--- config.mk ---
export PLATFORM = sky130hd
export DESIGN_NAME = space_packet_header_parser
export DESIGN_NICKNAME = d
export VERILOG_FILES = /design/src/rtl/core/sphp_pkg.sv /design/src/rtl/core/space_packet_header_parser.sv
export SDC_FILE = /design/constraint.sdc
export NUM_CORES = 1
export LEC_CHECK = 0
export ABC_AREA = 1
export BUFFER_PORTS_ARGS = -buffer_cell sky130_fd_sc_hd__buf_2
export CAP_MARGIN = 20
export CORE_MARGIN = 2
export CORE_UTILIZATION = 50
export DETAILED_ROUTE_END_ITERATION = 8
export PLACE_DENSITY = 0.7
export SLEW_MARGIN = 40
export SYNTH_ARGS = -nofsm -noshare
export SYNTH_HDL_FRONTEND = slang
export SYNTH_SLANG_ARGS = --single-unit
--- constraint.sdc ---
create_clock -name clk -period 9.12 [get_ports clk]
set_input_delay 0.912 -clock clk [delete_from_list [all_inputs] [get_ports clk]]
set_output_delay 0.912 -clock clk [all_outputs]
set_load 0.05 [all_outputs]
--- src/rtl/core/sphp_pkg.sv ---
// space packet header parser package
// byte counts, secondary header lengths and sequence flag codes
// no dependencies
`default_nettype none

package sphp_pkg;

  localparam int unsigned POS_W = 5;

  localparam logic [10:0] APID_LIMIT_RESET = 11'd1449;

  localparam logic [POS_W-1:0] PRIMARY_END = 5'd6;
  localparam logic [POS_W-1:0] TIME_END    = 5'd14;
  localparam logic [POS_W-1:0] SEGMENT_END = 5'd16;

  localparam logic [3:0] SEC_LEN_FIRST = 4'd10;
  localparam logic [3:0] SEC_LEN_OTHER = 4'd8;

  typedef enum logic [1:0] {
    SEQ_MIDDLE     = 2'd0,
    SEQ_FIRST      = 2'd1,
    SEQ_LAST       = 2'd2,
    SEQ_STANDALONE = 2'd3
  } seq_flags_t;

endpackage

`default_nettype wire

--- src/rtl/core/space_packet_header_parser.sv ---
// space packet primary header parser, top level
// one header byte per transfer, one decoded header per completed header
// depends on sphp_pkg
// the result is registered: valid in the cycle after the last header byte is accepted
// one byte per cycle while in_ready is high; 6, 14 or 16 bytes per header
// the result register frees itself in the cycle it is taken, so no bubble
// reset: synchronous, clears byte position and result valid, sets expected
// length to 6 and loads apid_limit with 1449
`default_nettype none

module space_packet_header_parser (
  input  wire logic        clk,
  input  wire logic        rst,
  input  wire logic        cfg_we,
  input  wire logic [10:0] cfg_wdata,
  input  wire logic        in_valid,
  output logic             in_ready,
  input  wire logic [7:0]  header_byte,
  input  wire logic        start_of_header,
  output logic             out_valid,
  input  wire logic        out_ready,
  output logic [2:0]       version,
  output logic             has_secondary,
  output logic [10:0]      apid,
  output logic [1:0]       sequence_flags,
  output logic [13:0]      sequence_count,
  output logic [16:0]      data_length,
  output logic [15:0]      day_number,
  output logic [31:0]      milliseconds,
  output logic [15:0]      microseconds,
  output logic [7:0]       segment_count,
  output logic             header_valid
);

  logic [10:0]                    apid_limit;
  logic [sphp_pkg::POS_W-1:0]     byte_position;
  logic [sphp_pkg::POS_W-1:0]     expected_total;
  logic [47:0]                    primary_bytes;
  logic [63:0]                    time_bytes;
  logic [15:0]                    segment_word;

  logic                           in_xfer;
  logic                           active;
  logic [sphp_pkg::POS_W-1:0]     pos_cur;
  logic [sphp_pkg::POS_W-1:0]     pos_new;
  logic [sphp_pkg::POS_W-1:0]     exp_cur;
  logic [sphp_pkg::POS_W-1:0]     expected_total_next;
  logic [47:0]                    primary_bytes_next;
  logic [63:0]                    time_bytes_next;
  logic [15:0]                    segment_word_next;
  logic                           emit;

  logic [15:0]                    w0;
  logic [15:0]                    w1;
  logic [15:0]                    w2;
  logic                           sh;
  logic                           first_seg;
  logic [16:0]                    len_raw;
  logic [3:0]                     sub;
  logic                           underflow;
  logic [16:0]                    len_adj;
  logic                           valid_n;

  assign in_ready = !out_valid || out_ready;
  assign in_xfer  = in_valid && in_ready;

  assign active  = start_of_header || (byte_position != '0);
  assign pos_cur = start_of_header ? '0 : byte_position;
  assign exp_cur = start_of_header ? sphp_pkg::PRIMARY_END : expected_total;
  assign pos_new = pos_cur + 1'b1;

  // shift the byte into the field its position belongs to
  always_comb begin
    primary_bytes_next = primary_bytes;
    time_bytes_next    = time_bytes;
    segment_word_next  = segment_word;
    if (pos_cur < sphp_pkg::PRIMARY_END) begin
      primary_bytes_next = {primary_bytes[39:0], header_byte};
    end else if (pos_cur < sphp_pkg::TIME_END) begin
      time_bytes_next = {time_bytes[55:0], header_byte};
    end else begin
      segment_word_next = {segment_word[7:0], header_byte};
    end
  end

  assign w0        = primary_bytes_next[47:32];
  assign w1        = primary_bytes_next[31:16];
  assign w2        = primary_bytes_next[15:0];
  assign sh        = w0[11];
  assign first_seg = (w1[15:14] == sphp_pkg::SEQ_FIRST);

  always_comb begin
    expected_total_next = exp_cur;
    if (pos_new == sphp_pkg::PRIMARY_END) begin
      if (!sh) begin
        expected_total_next = sphp_pkg::PRIMARY_END;
      end else if (first_seg) begin
        expected_total_next = sphp_pkg::SEGMENT_END;
      end else begin
        expected_total_next = sphp_pkg::TIME_END;
      end
    end
  end

  assign emit = active && (pos_new == expected_total_next);

  // length field plus one, less the secondary header, clamped at zero
  assign len_raw   = {1'b0, w2} + 17'd1;
  assign sub       = sh ? (first_seg ? sphp_pkg::SEC_LEN_FIRST : sphp_pkg::SEC_LEN_OTHER)
                        : 4'd0;
  assign underflow = (len_raw < {13'd0, sub});
  assign len_adj   = underflow ? 17'd0 : (len_raw - {13'd0, sub});

  assign valid_n = !underflow
                && (w0[15:13] == 3'd0)
                && (w0[10:0] <= apid_limit)
                && !len_adj[16]
                && (sh == (first_seg || (w1[15:14] == sphp_pkg::SEQ_STANDALONE)));

  always_ff @(posedge clk) begin
    if (rst) begin
      apid_limit <= sphp_pkg::APID_LIMIT_RESET;
    end else if (cfg_we) begin
      apid_limit <= cfg_wdata;
    end
  end

  always_ff @(posedge clk) begin
    if (rst) begin
      byte_position  <= '0;
      expected_total <= sphp_pkg::PRIMARY_END;
    end else if (in_xfer && active) begin
      if (emit) begin
        byte_position  <= '0;
        expected_total <= sphp_pkg::PRIMARY_END;
      end else begin
        byte_position  <= pos_new;
        expected_total <= expected_total_next;
      end
    end
  end

  // header bytes are always fully rewritten before they are decoded
  always_ff @(posedge clk) begin
    if (in_xfer && active) begin
      primary_bytes <= primary_bytes_next;
      time_bytes    <= time_bytes_next;
      segment_word  <= segment_word_next;
    end
  end

  always_ff @(posedge clk) begin
    if (rst) begin
      out_valid <= 1'b0;
    end else if (in_xfer && emit) begin
      out_valid <= 1'b1;
    end else if (out_ready) begin
      out_valid <= 1'b0;
    end
  end

  always_ff @(posedge clk) begin
    if (in_xfer && emit) begin
      version        <= w0[15:13];
      has_secondary  <= sh;
      apid           <= w0[10:0];
      sequence_flags <= w1[15:14];
      sequence_count <= w1[13:0];
      data_length    <= len_adj;
      day_number     <= sh ? time_bytes_next[63:48] : 16'd0;
      milliseconds   <= sh ? time_bytes_next[47:16] : 32'd0;
      microseconds   <= sh ? time_bytes_next[15:0] : 16'd0;
      segment_count  <= (sh && first_seg) ? segment_word_next[15:8] : 8'd0;
      header_valid   <= valid_n;
    end
  end

endmodule

`default_nettype wire

Word-level counts from Yosys, hierarchy flattened
Index checks and enable logic that the tools add are counted.

Bits in registers: 271. Bits in latches: 0. RAM bits: 0. ROM bits: 0. Output and inout bits: 123. Word-level logic and storage cells: 72. Memories kept: 0.

Add/sub/neg operators: 3. Multiply operators: 0. Div/mod/pow operators: 0. Magnitude comparators: 4. Equal/unequal tests: 5. Shift-type cells: 0. Muxes and demuxes: 17. Bitwise logic cells: 2. Reduce and logical (&&, ||, !) cells: 20.

Operator list (count): $mux 64 (2); $mux 48 (1); $mux 5 (7); $mux 16 (2); $add 16x1->17 const B (1); $lt 17x4->1 (1); $mux 17 (1); $sub 17x4->17 (1); $le 11x11->1 (1); $logic_and 1x1->1 (9); $add 5x1->5 const B (1); $eq 5x3->1 const B (1); $eq 5x5->1 (1); $lt 5x3->1 const B (1); $lt 5x4->1 const B (1); $reduce_bool 5->1 (1); $mux 4 (1); $logic_not 1->1 (3); $logic_not 3->1 (1); $logic_or 1x1->1 (3); $reduce_and 3->1 (1); $eq 2x1->1 const B (1); $eq 2x2->1 const B (1); $mux 1 (2); other kinds (5) (6).

Longest topological paths before layout
Word-level depth: 12. Mapped depth: 21. Gate-level depth less buffers: 20.

Least setup slack after synthesis
Ideal clock, no wire load.

Kind: input -> register. Start: input start_of_header. End: register apid[0] (enable). Setup time: 0.474 ns. Data arrival time: 4.852 ns. Data required time: 8.646 ns. Slack: 3.794 ns. Stages: 9. Cell sequence: nor2_1 ha_1 nand3_1 xnor2_1 nand3_2 o21ai_2 xor2_1 nand4_1 inv_1.

Longest elaborated chain between the ends: 10.

RTL lines: start, declared (line space_packet_header_parser.sv:19) `input wire logic start_of_header,`; $mux 5 (line space_packet_header_parser.sv:68) `assign pos_cur = start_of_header ? '0 : byte_position;`; $lt 5x3->1 (line space_packet_header_parser.sv:77) `if (pos_cur < sphp_pkg::PRIMARY_END) begin`; $mux 48 (line space_packet_header_parser.sv:77); $eq 2x1->1 (line space_packet_header_parser.sv:90) `assign first_seg = (w1[15:14] == sphp_pkg::SEQ_FIRST);`; $mux 5 (line space_packet_header_parser.sv:97) `end else if (first_seg) begin`; $mux 5 (line space_packet_header_parser.sv:95) `if (!sh) begin`; $mux 5 (line space_packet_header_parser.sv:94) `if (pos_new == sphp_pkg::PRIMARY_END) begin`; $eq 5x5->1 (line space_packet_header_parser.sv:105) `assign emit = active && (pos_new == expected_total_next);`; $logic_and 1x1->1 (*) (line space_packet_header_parser.sv:105); $logic_and 1x1->1 (*) (line space_packet_header_parser.sv:163) `if (in_xfer && emit) begin`; end signal, assigned (line space_packet_header_parser.sv:166) `apid <= w0[10:0];`; end, declared (line space_packet_header_parser.sv:24) `output logic [10:0] apid,`.

Mark *: on every way between the ends. The rest lies on a longest branch, timed or not. A chain may end at the register's enable or synchronous reset.

Worst setup path after layout
Start: register byte_position[3] (netlist name). End: register milliseconds[25] (enable).

RTL lines: start, declared (line space_packet_header_parser.sv:36) `logic [sphp_pkg::POS_W-1:0] byte_position;`; start signal, assigned (line space_packet_header_parser.sv:137) `byte_position <= pos_new;`; $mux 5 (line space_packet_header_parser.sv:68); $lt 5x3->1 (line space_packet_header_parser.sv:77); $mux 48 (line space_packet_header_parser.sv:77); via primary_bytes_next[43] (line space_packet_header_parser.sv:48) `logic [47:0] primary_bytes_next;`; $mux 5 (line space_packet_header_parser.sv:95); $mux 5 (line space_packet_header_parser.sv:94); $eq 5x5->1 (line space_packet_header_parser.sv:105); $logic_and 1x1->1 (line space_packet_header_parser.sv:105); $logic_and 1x1->1 (line space_packet_header_parser.sv:163); end signal, assigned (line space_packet_header_parser.sv:171) `milliseconds <= sh ? time_bytes_next[47:16] : 32'd0;`; end, declared (line space_packet_header_parser.sv:29) `output logic [31:0] milliseconds,`.

The timed path passes the listed nets, and every way through them passes these cells.

==> report_table.html <==
<table>
<tr><th>Metric</th><th>Value</th></tr>
<tr><th colspan="2">Status</th></tr>
<tr><td>Run status</td><td>finished, final reports clean</td></tr>
<tr><th colspan="2">Synthesis</th></tr>
<tr><td>Dominant combinational cell family by area after synthesis</td><td>simple AND/OR/NAND/NOR gates</td></tr>
<tr><td>Count of unique library cells instantiated by Yosys</td><td>43</td></tr>
<tr><td>Yosys warning total</td><td>0</td></tr>
<tr><td>Synthesized cell area</td><td>12,450 um2</td></tr>
<tr><td>Part of the Yosys area used for sequential elements</td><td>0.6335</td></tr>
<tr><td>Compound-cell area share of the yosys netlist</td><td>0.06833</td></tr>
<tr><td>Post-Syn Nets</td><td>1,275</td></tr>
<tr><td>Top_reg_cell synth</td><td>sky130_fd_sc_hd__edfxtp_1</td></tr>
<tr><td>Avg Synthesized Cell Area</td><td>10.10 um2</td></tr>
<tr><td>Register bit total from synthesis</td><td>270</td></tr>
<tr><td>Share of synthesized area spent on multiplexers</td><td>0.005427</td></tr>
<tr><td>Instance count of the mapped netlist</td><td>1,233</td></tr>
<tr><td>Post-synth ARST share</td><td>0</td></tr>
<tr><td>EDFF count, synth</td><td>248</td></tr>
<tr><td>Synth Area in Adders</td><td>0.01708</td></tr>
<tr><td>Simple logic cell fraction of the synthesized area</td><td>0.1885</td></tr>
<tr><td>Post-synthesis xor/xnor area fraction</td><td>0.006231</td></tr>
<tr><th colspan="2">Global routing</th></tr>
<tr><td>Vias in the first global route</td><td>8,137</td></tr>
<tr><td>Number of antenna violations at the first check in global routing</td><td>0</td></tr>
<tr><td>All-layer global routing usage</td><td>0.1970</td></tr>
<tr><td>Global-route wire length before repair</td><td>41.21 mm</td></tr>
<tr><td>Aggregate global routing overflow</td><td>0</td></tr>
<tr><td>Pin count of the biggest net entering global routing</td><td>129</td></tr>
<tr><th colspan="2">Drt</th></tr>
<tr><td>Post-route met1 wirelength</td><td>11.65 mm</td></tr>
<tr><td>Wire length after detailed routing</td><td>25.93 mm</td></tr>
<tr><td>Residual DRC count</td><td>0</td></tr>
<tr><td>Iteration count of the initial detailed-routing pass</td><td>6</td></tr>
<tr><td>Violation count after the first detailed-route iteration</td><td>712</td></tr>
<tr><td>Via-to-Cell Ratio</td><td>4.967</td></tr>
<tr><td>DR WL met2</td><td>12.25 mm</td></tr>
<tr><td>Total number of vias</td><td>8,549</td></tr>
<tr><td>Number of nets with antenna violations after detailed routing</td><td>0</td></tr>
<tr><td>Average wire per cell in the routed design</td><td>15.07 um</td></tr>
<tr><td>Detail Route met3 WL</td><td>1.352 mm</td></tr>
<tr><td>Top layer in use</td><td>met4</td></tr>
<tr><th colspan="2">Timing</th></tr>
<tr><td>Final number of hold-violating endpoints</td><td>0</td></tr>
<tr><td>Final sum of negative setup slack</td><td>0 ns</td></tr>
<tr><td>Final count of negative-setup-slack endpoints</td><td>0</td></tr>
<tr><td>Number of pins with negative max-slew slack in the final report</td><td>0</td></tr>
<tr><td>Minimum period implied by the final worst setup slack</td><td>4.387 ns</td></tr>
<tr><td>FMAX</td><td>227.9 MHz</td></tr>
<tr><td>Clk_skew</td><td>0.008777 ns</td></tr>
<tr><td>Worst slew margin relative to its limit</td><td>0.4658</td></tr>
<tr><td>Final Cycle Share</td><td>0.4811</td></tr>
<tr><td>Slew at the pin closest to its max-slew limit</td><td>0.7994 ns</td></tr>
<tr><td>Unrepaired setup endpoints after global routing</td><td>false</td></tr>
<tr><th colspan="2">Min path</th></tr>
<tr><td>Worst hold path type</td><td>flip-flop to flip-flop</td></tr>
<tr><th colspan="2">Floorplanning</th></tr>
<tr><td>Overall die width</td><td>161.8 um</td></tr>
<tr><td>Ports</td><td>148</td></tr>
<tr><td>Initial core utilization</td><td>0.5105</td></tr>
<tr><td>FP Rows</td><td>57</td></tr>
<tr><td>Y dimension of the die</td><td>161.8 um</td></tr>
<tr><td>Die Area</td><td>26,180 um2</td></tr>
<tr><td>Std-Cell Core Area</td><td>24,390 um2</td></tr>
<tr><th colspan="2">Finish</th></tr>
<tr><td>Design area</td><td>14,390 um2</td></tr>
<tr><td>Synthesis-to-finish area growth</td><td>15.58%</td></tr>
<tr><td>Final cell count without fillers</td><td>1,721</td></tr>
<tr><td>Net total in the final layout</td><td>1,417</td></tr>
<tr><td>Antenna Diode Count</td><td>0</td></tr>
<tr><td>Ratio of cells with drive above 1 in the final layout</td><td>0.1990</td></tr>
<tr><th colspan="2">Clock tree</th></tr>
<tr><td>Clock tree from TritonCTS</td><td>yes</td></tr>
<tr><td>Clock tree buffer depth</td><td>3</td></tr>
<tr><td>Clock-pin slew on the worst setup and hold paths</td><td>0.06 ns</td></tr>
<tr><td>Clock sink total</td><td>270</td></tr>
<tr><td>Level count of the clock H-tree</td><td>1</td></tr>
<tr><td>Count of hold buffers inserted by post-cts repair</td><td>0</td></tr>
<tr><td>Insertion delay of the later-clocked pin in the worst-skew pair</td><td>0.54 ns</td></tr>
<tr><td>Root cell of the clock tree</td><td>sky130_fd_sc_hd__clkbuf_16</td></tr>
<tr><td>Resized Gates After CTS</td><td>0</td></tr>
<tr><td>Post-CTS repair timing setup buffer count</td><td>0</td></tr>
<tr><td>TritonCTS buffer count</td><td>28</td></tr>
<tr><th colspan="2">Placed design</th></tr>
<tr><td>Final weighted congestion of routability-driven global placement</td><td>0.8662</td></tr>
<tr><td>Post-detail-place hpwl</td><td>17.74 mm</td></tr>
<tr><td>Post-Place Cells</td><td>1,669</td></tr>
<tr><td>Standard cell area after detailed placement</td><td>13,450 um2</td></tr>
<tr><td>Input/output buffers</td><td>147</td></tr>
<tr><th colspan="2">Critical path</th></tr>
<tr><td>Worst EP required</td><td>9.30 ns</td></tr>
<tr><td>Series of cell instances along the critical path</td><td>o21ai_4, nand2_8, o21ai_2, inv_2, nor2_4, nand2_4, nand3_1, nand2_1, nor2_2, nand4_1, inv_6, buf_4</td></tr>
<tr><td>Worst Setup End Kind</td><td>flip-flop</td></tr>
<tr><td>Maximum fanout encountered on the critical timing path</td><td>81</td></tr>
<tr><td>Data arrival time of the critical path</td><td>4.56 ns</td></tr>
<tr><td>Slowest cell on the critical path</td><td>sky130_fd_sc_hd__buf_4</td></tr>
<tr><td>Startpoint type of the worst setup path</td><td>flip-flop</td></tr>
<tr><td>Kind of critical path</td><td>flip-flop to flip-flop</td></tr>
<tr><td>Slack of the worst reg-to-reg path</td><td>4.73 ns</td></tr>
<tr><td>Critical Path Max Stage Delay</td><td>0.59 ns</td></tr>
<tr><th colspan="2">Pwr</th></tr>
<tr><td>Switching Power</td><td>0.6061 mW</td></tr>
<tr><td>Logic gate share of total power</td><td>0.062</td></tr>
<tr><td>Static leakage</td><td>6.262 nW</td></tr>
<tr><td>Sw Share</td><td>0.2217</td></tr>
<tr><td>Internal power summed over all cells</td><td>2.128 mW</td></tr>
<tr><td>Cell Pwr Density</td><td>190.0 nW/um2</td></tr>
<tr><td>Relative contribution of sequential cells to total power</td><td>0.516</td></tr>
<tr><td>Clock power share</td><td>0.422</td></tr>
<tr><td>Max VDD drop</td><td>0.1556 mV</td></tr>
<tr><th colspan="2">Flow run</th></tr>
<tr><td>Max-cap violations</td><td>0</td></tr>
</table>
[routing by layer]
layer  vias up  global-route usage
li1       4319                   -
met1      3963              0.2700
met2       226              0.3325
met3        41             0.02605
met4         0             0.05511
met5         -                   0
[synth_stat cells (5+ instances only)]
master / number / area (um2)
sky130_fd_sc_hd__nor2_1: 121 / 454.2
sky130_fd_sc_hd__nand3b_1: 8 / 60.06
sky130_fd_sc_hd__nand2_1: 264 / 991.0
sky130_fd_sc_hd__a21oi_1: 36 / 180.2
sky130_fd_sc_hd__mux2_2: 6 / 67.56
sky130_fd_sc_hd__dfxtp_1: 22 / 440.4
sky130_fd_sc_hd__buf_6: 5 / 56.30
sky130_fd_sc_hd__nand4_1: 13 / 81.33
sky130_fd_sc_hd__nor2_2: 18 / 112.6
sky130_fd_sc_hd__o21ai_0: 104 / 520.5
sky130_fd_sc_hd__or2_2: 10 / 62.56
sky130_fd_sc_hd__ha_1: 17 / 212.7
sky130_fd_sc_hd__clkbuf_1: 24 / 90.09
sky130_fd_sc_hd__nand2_2: 16 / 100.1
sky130_fd_sc_hd__xor2_1: 6 / 52.55
sky130_fd_sc_hd__edfxtp_1: 248 / 7447
sky130_fd_sc_hd__a21oi_2: 5 / 43.79
sky130_fd_sc_hd__inv_1: 211 / 792.0
sky130_fd_sc_hd__nor2_4: 7 / 78.83
sky130_fd_sc_hd__nand3_1: 49 / 245.2
[logic make-up (layout without fill, tap and decap cells)]
logic type,count (synthesis),count (layout)
buffers and inverters,254,418
AND/OR/NAND/NOR,521,521
multiplexers,6,6
flip-flops,270,270
AO/OA/AOI/OAI,157,157
adder cells (fa/ha/maj),17,17
XOR/XNOR,8,8
[cell type report]
| class | count | area, um2 |
|---|---|---|
| inverter | 216 | 828.3 |
| fill | 2086 | 10000 |
| clock buffer | 35 | 726.9 |
| multi-input combinational | 709 | 3581 |
| tap | 324 | 405.4 |
| sequential | 270 | 7888 |
| timing repair buffer | 150 | 758.2 |
| clock inverter | 17 | 202.7 |
[power by group through the flow]
stage	Sequential (mW)	Combinational (mW)	Clock (mW)
after global routing	1.41	0.194	1.22
after global placement	1.44	0.166	0
after detailed placement	1.44	0.169	0
after CTS	1.41	0.171	1.17
final	1.41	0.170	1.15
after floorplan	1.43	0.122	0
[critical path: cells and delay by family, from the launching register on]
| family | cells | cell delay (ns) |
|---|---|---|
| flip-flops | 1 | 0.38 |
| buffers and inverters | 3 | 1.26 |
| AND/OR/NAND/NOR | 7 | 1.30 |
| AO/OA/AOI/OAI | 2 | 0.97 |
[state kept, by name (all words and copies together) (netlist names)]
signal          cells
microseconds       16
sequence_count     14
apid               11
day_number         16
data_length        17
primary_bytes      47
apid_limit         11
milliseconds       32
version             3
out_valid           1
expected_total      5
sequence_flags      2
byte_position       5
segment_word       16
segment_count       8
time_bytes         64
header_valid        1
has_secondary       1
[cells in the final DEF, fill, tap and decap left out, drive strengths merged]
cell,instances
inv,218
ha,17
nor2,146
clkbuf,35
clkinvlp,1
bufinv,4
xnor2,1
buf,150
a211oi,1
xor2,7
a21oi,42
clkinv,10
nand2,283
o21bai,1
o21ai,109
nand4,13
o21a,3
mux2,6
o2111ai,1
dfxtp,22
and2,1
edfxtp,248
nor4,2
or2,10
nand3,56
nor3,2
nand3b,8
[per-stage QoR]
| step | setup slack (ns) | total power, mW | utilization | hold slack, ns |
|---|---|---|---|---|
| 6_report | 4.733 | 2.734 | 0.5900 | 0.4636 |
| 5_1_grt | 4.383 | 2.829 | 0.5900 | 0.4837 |
| 4_1_cts | 4.537 | 2.753 | 0.5896 | 0.4658 |
| 3_5_place_dp | 4.050 | 1.606 | 0.5515 | 0.4548 |
| 3_3_place_gp | 4.082 | 1.603 | 0.5509 | 0.4525 |
| 2_1_floorplan | 3.794 | 1.556 | - | 0.4354 |
[path summary, 6_finish.rpt]
path / startpoint / to / depth (start not counted)
setup reg to reg: byte_position[3] / milliseconds[25] / 12
hold / removal: apid_limit[9] / apid_limit[9] / 2
setup / recovery: byte_position[3] / milliseconds[25] / 12
hold reg to reg: apid_limit[9] / apid_limit[9] / 2
Note: power is estimated with default switching activity, not from simulation.
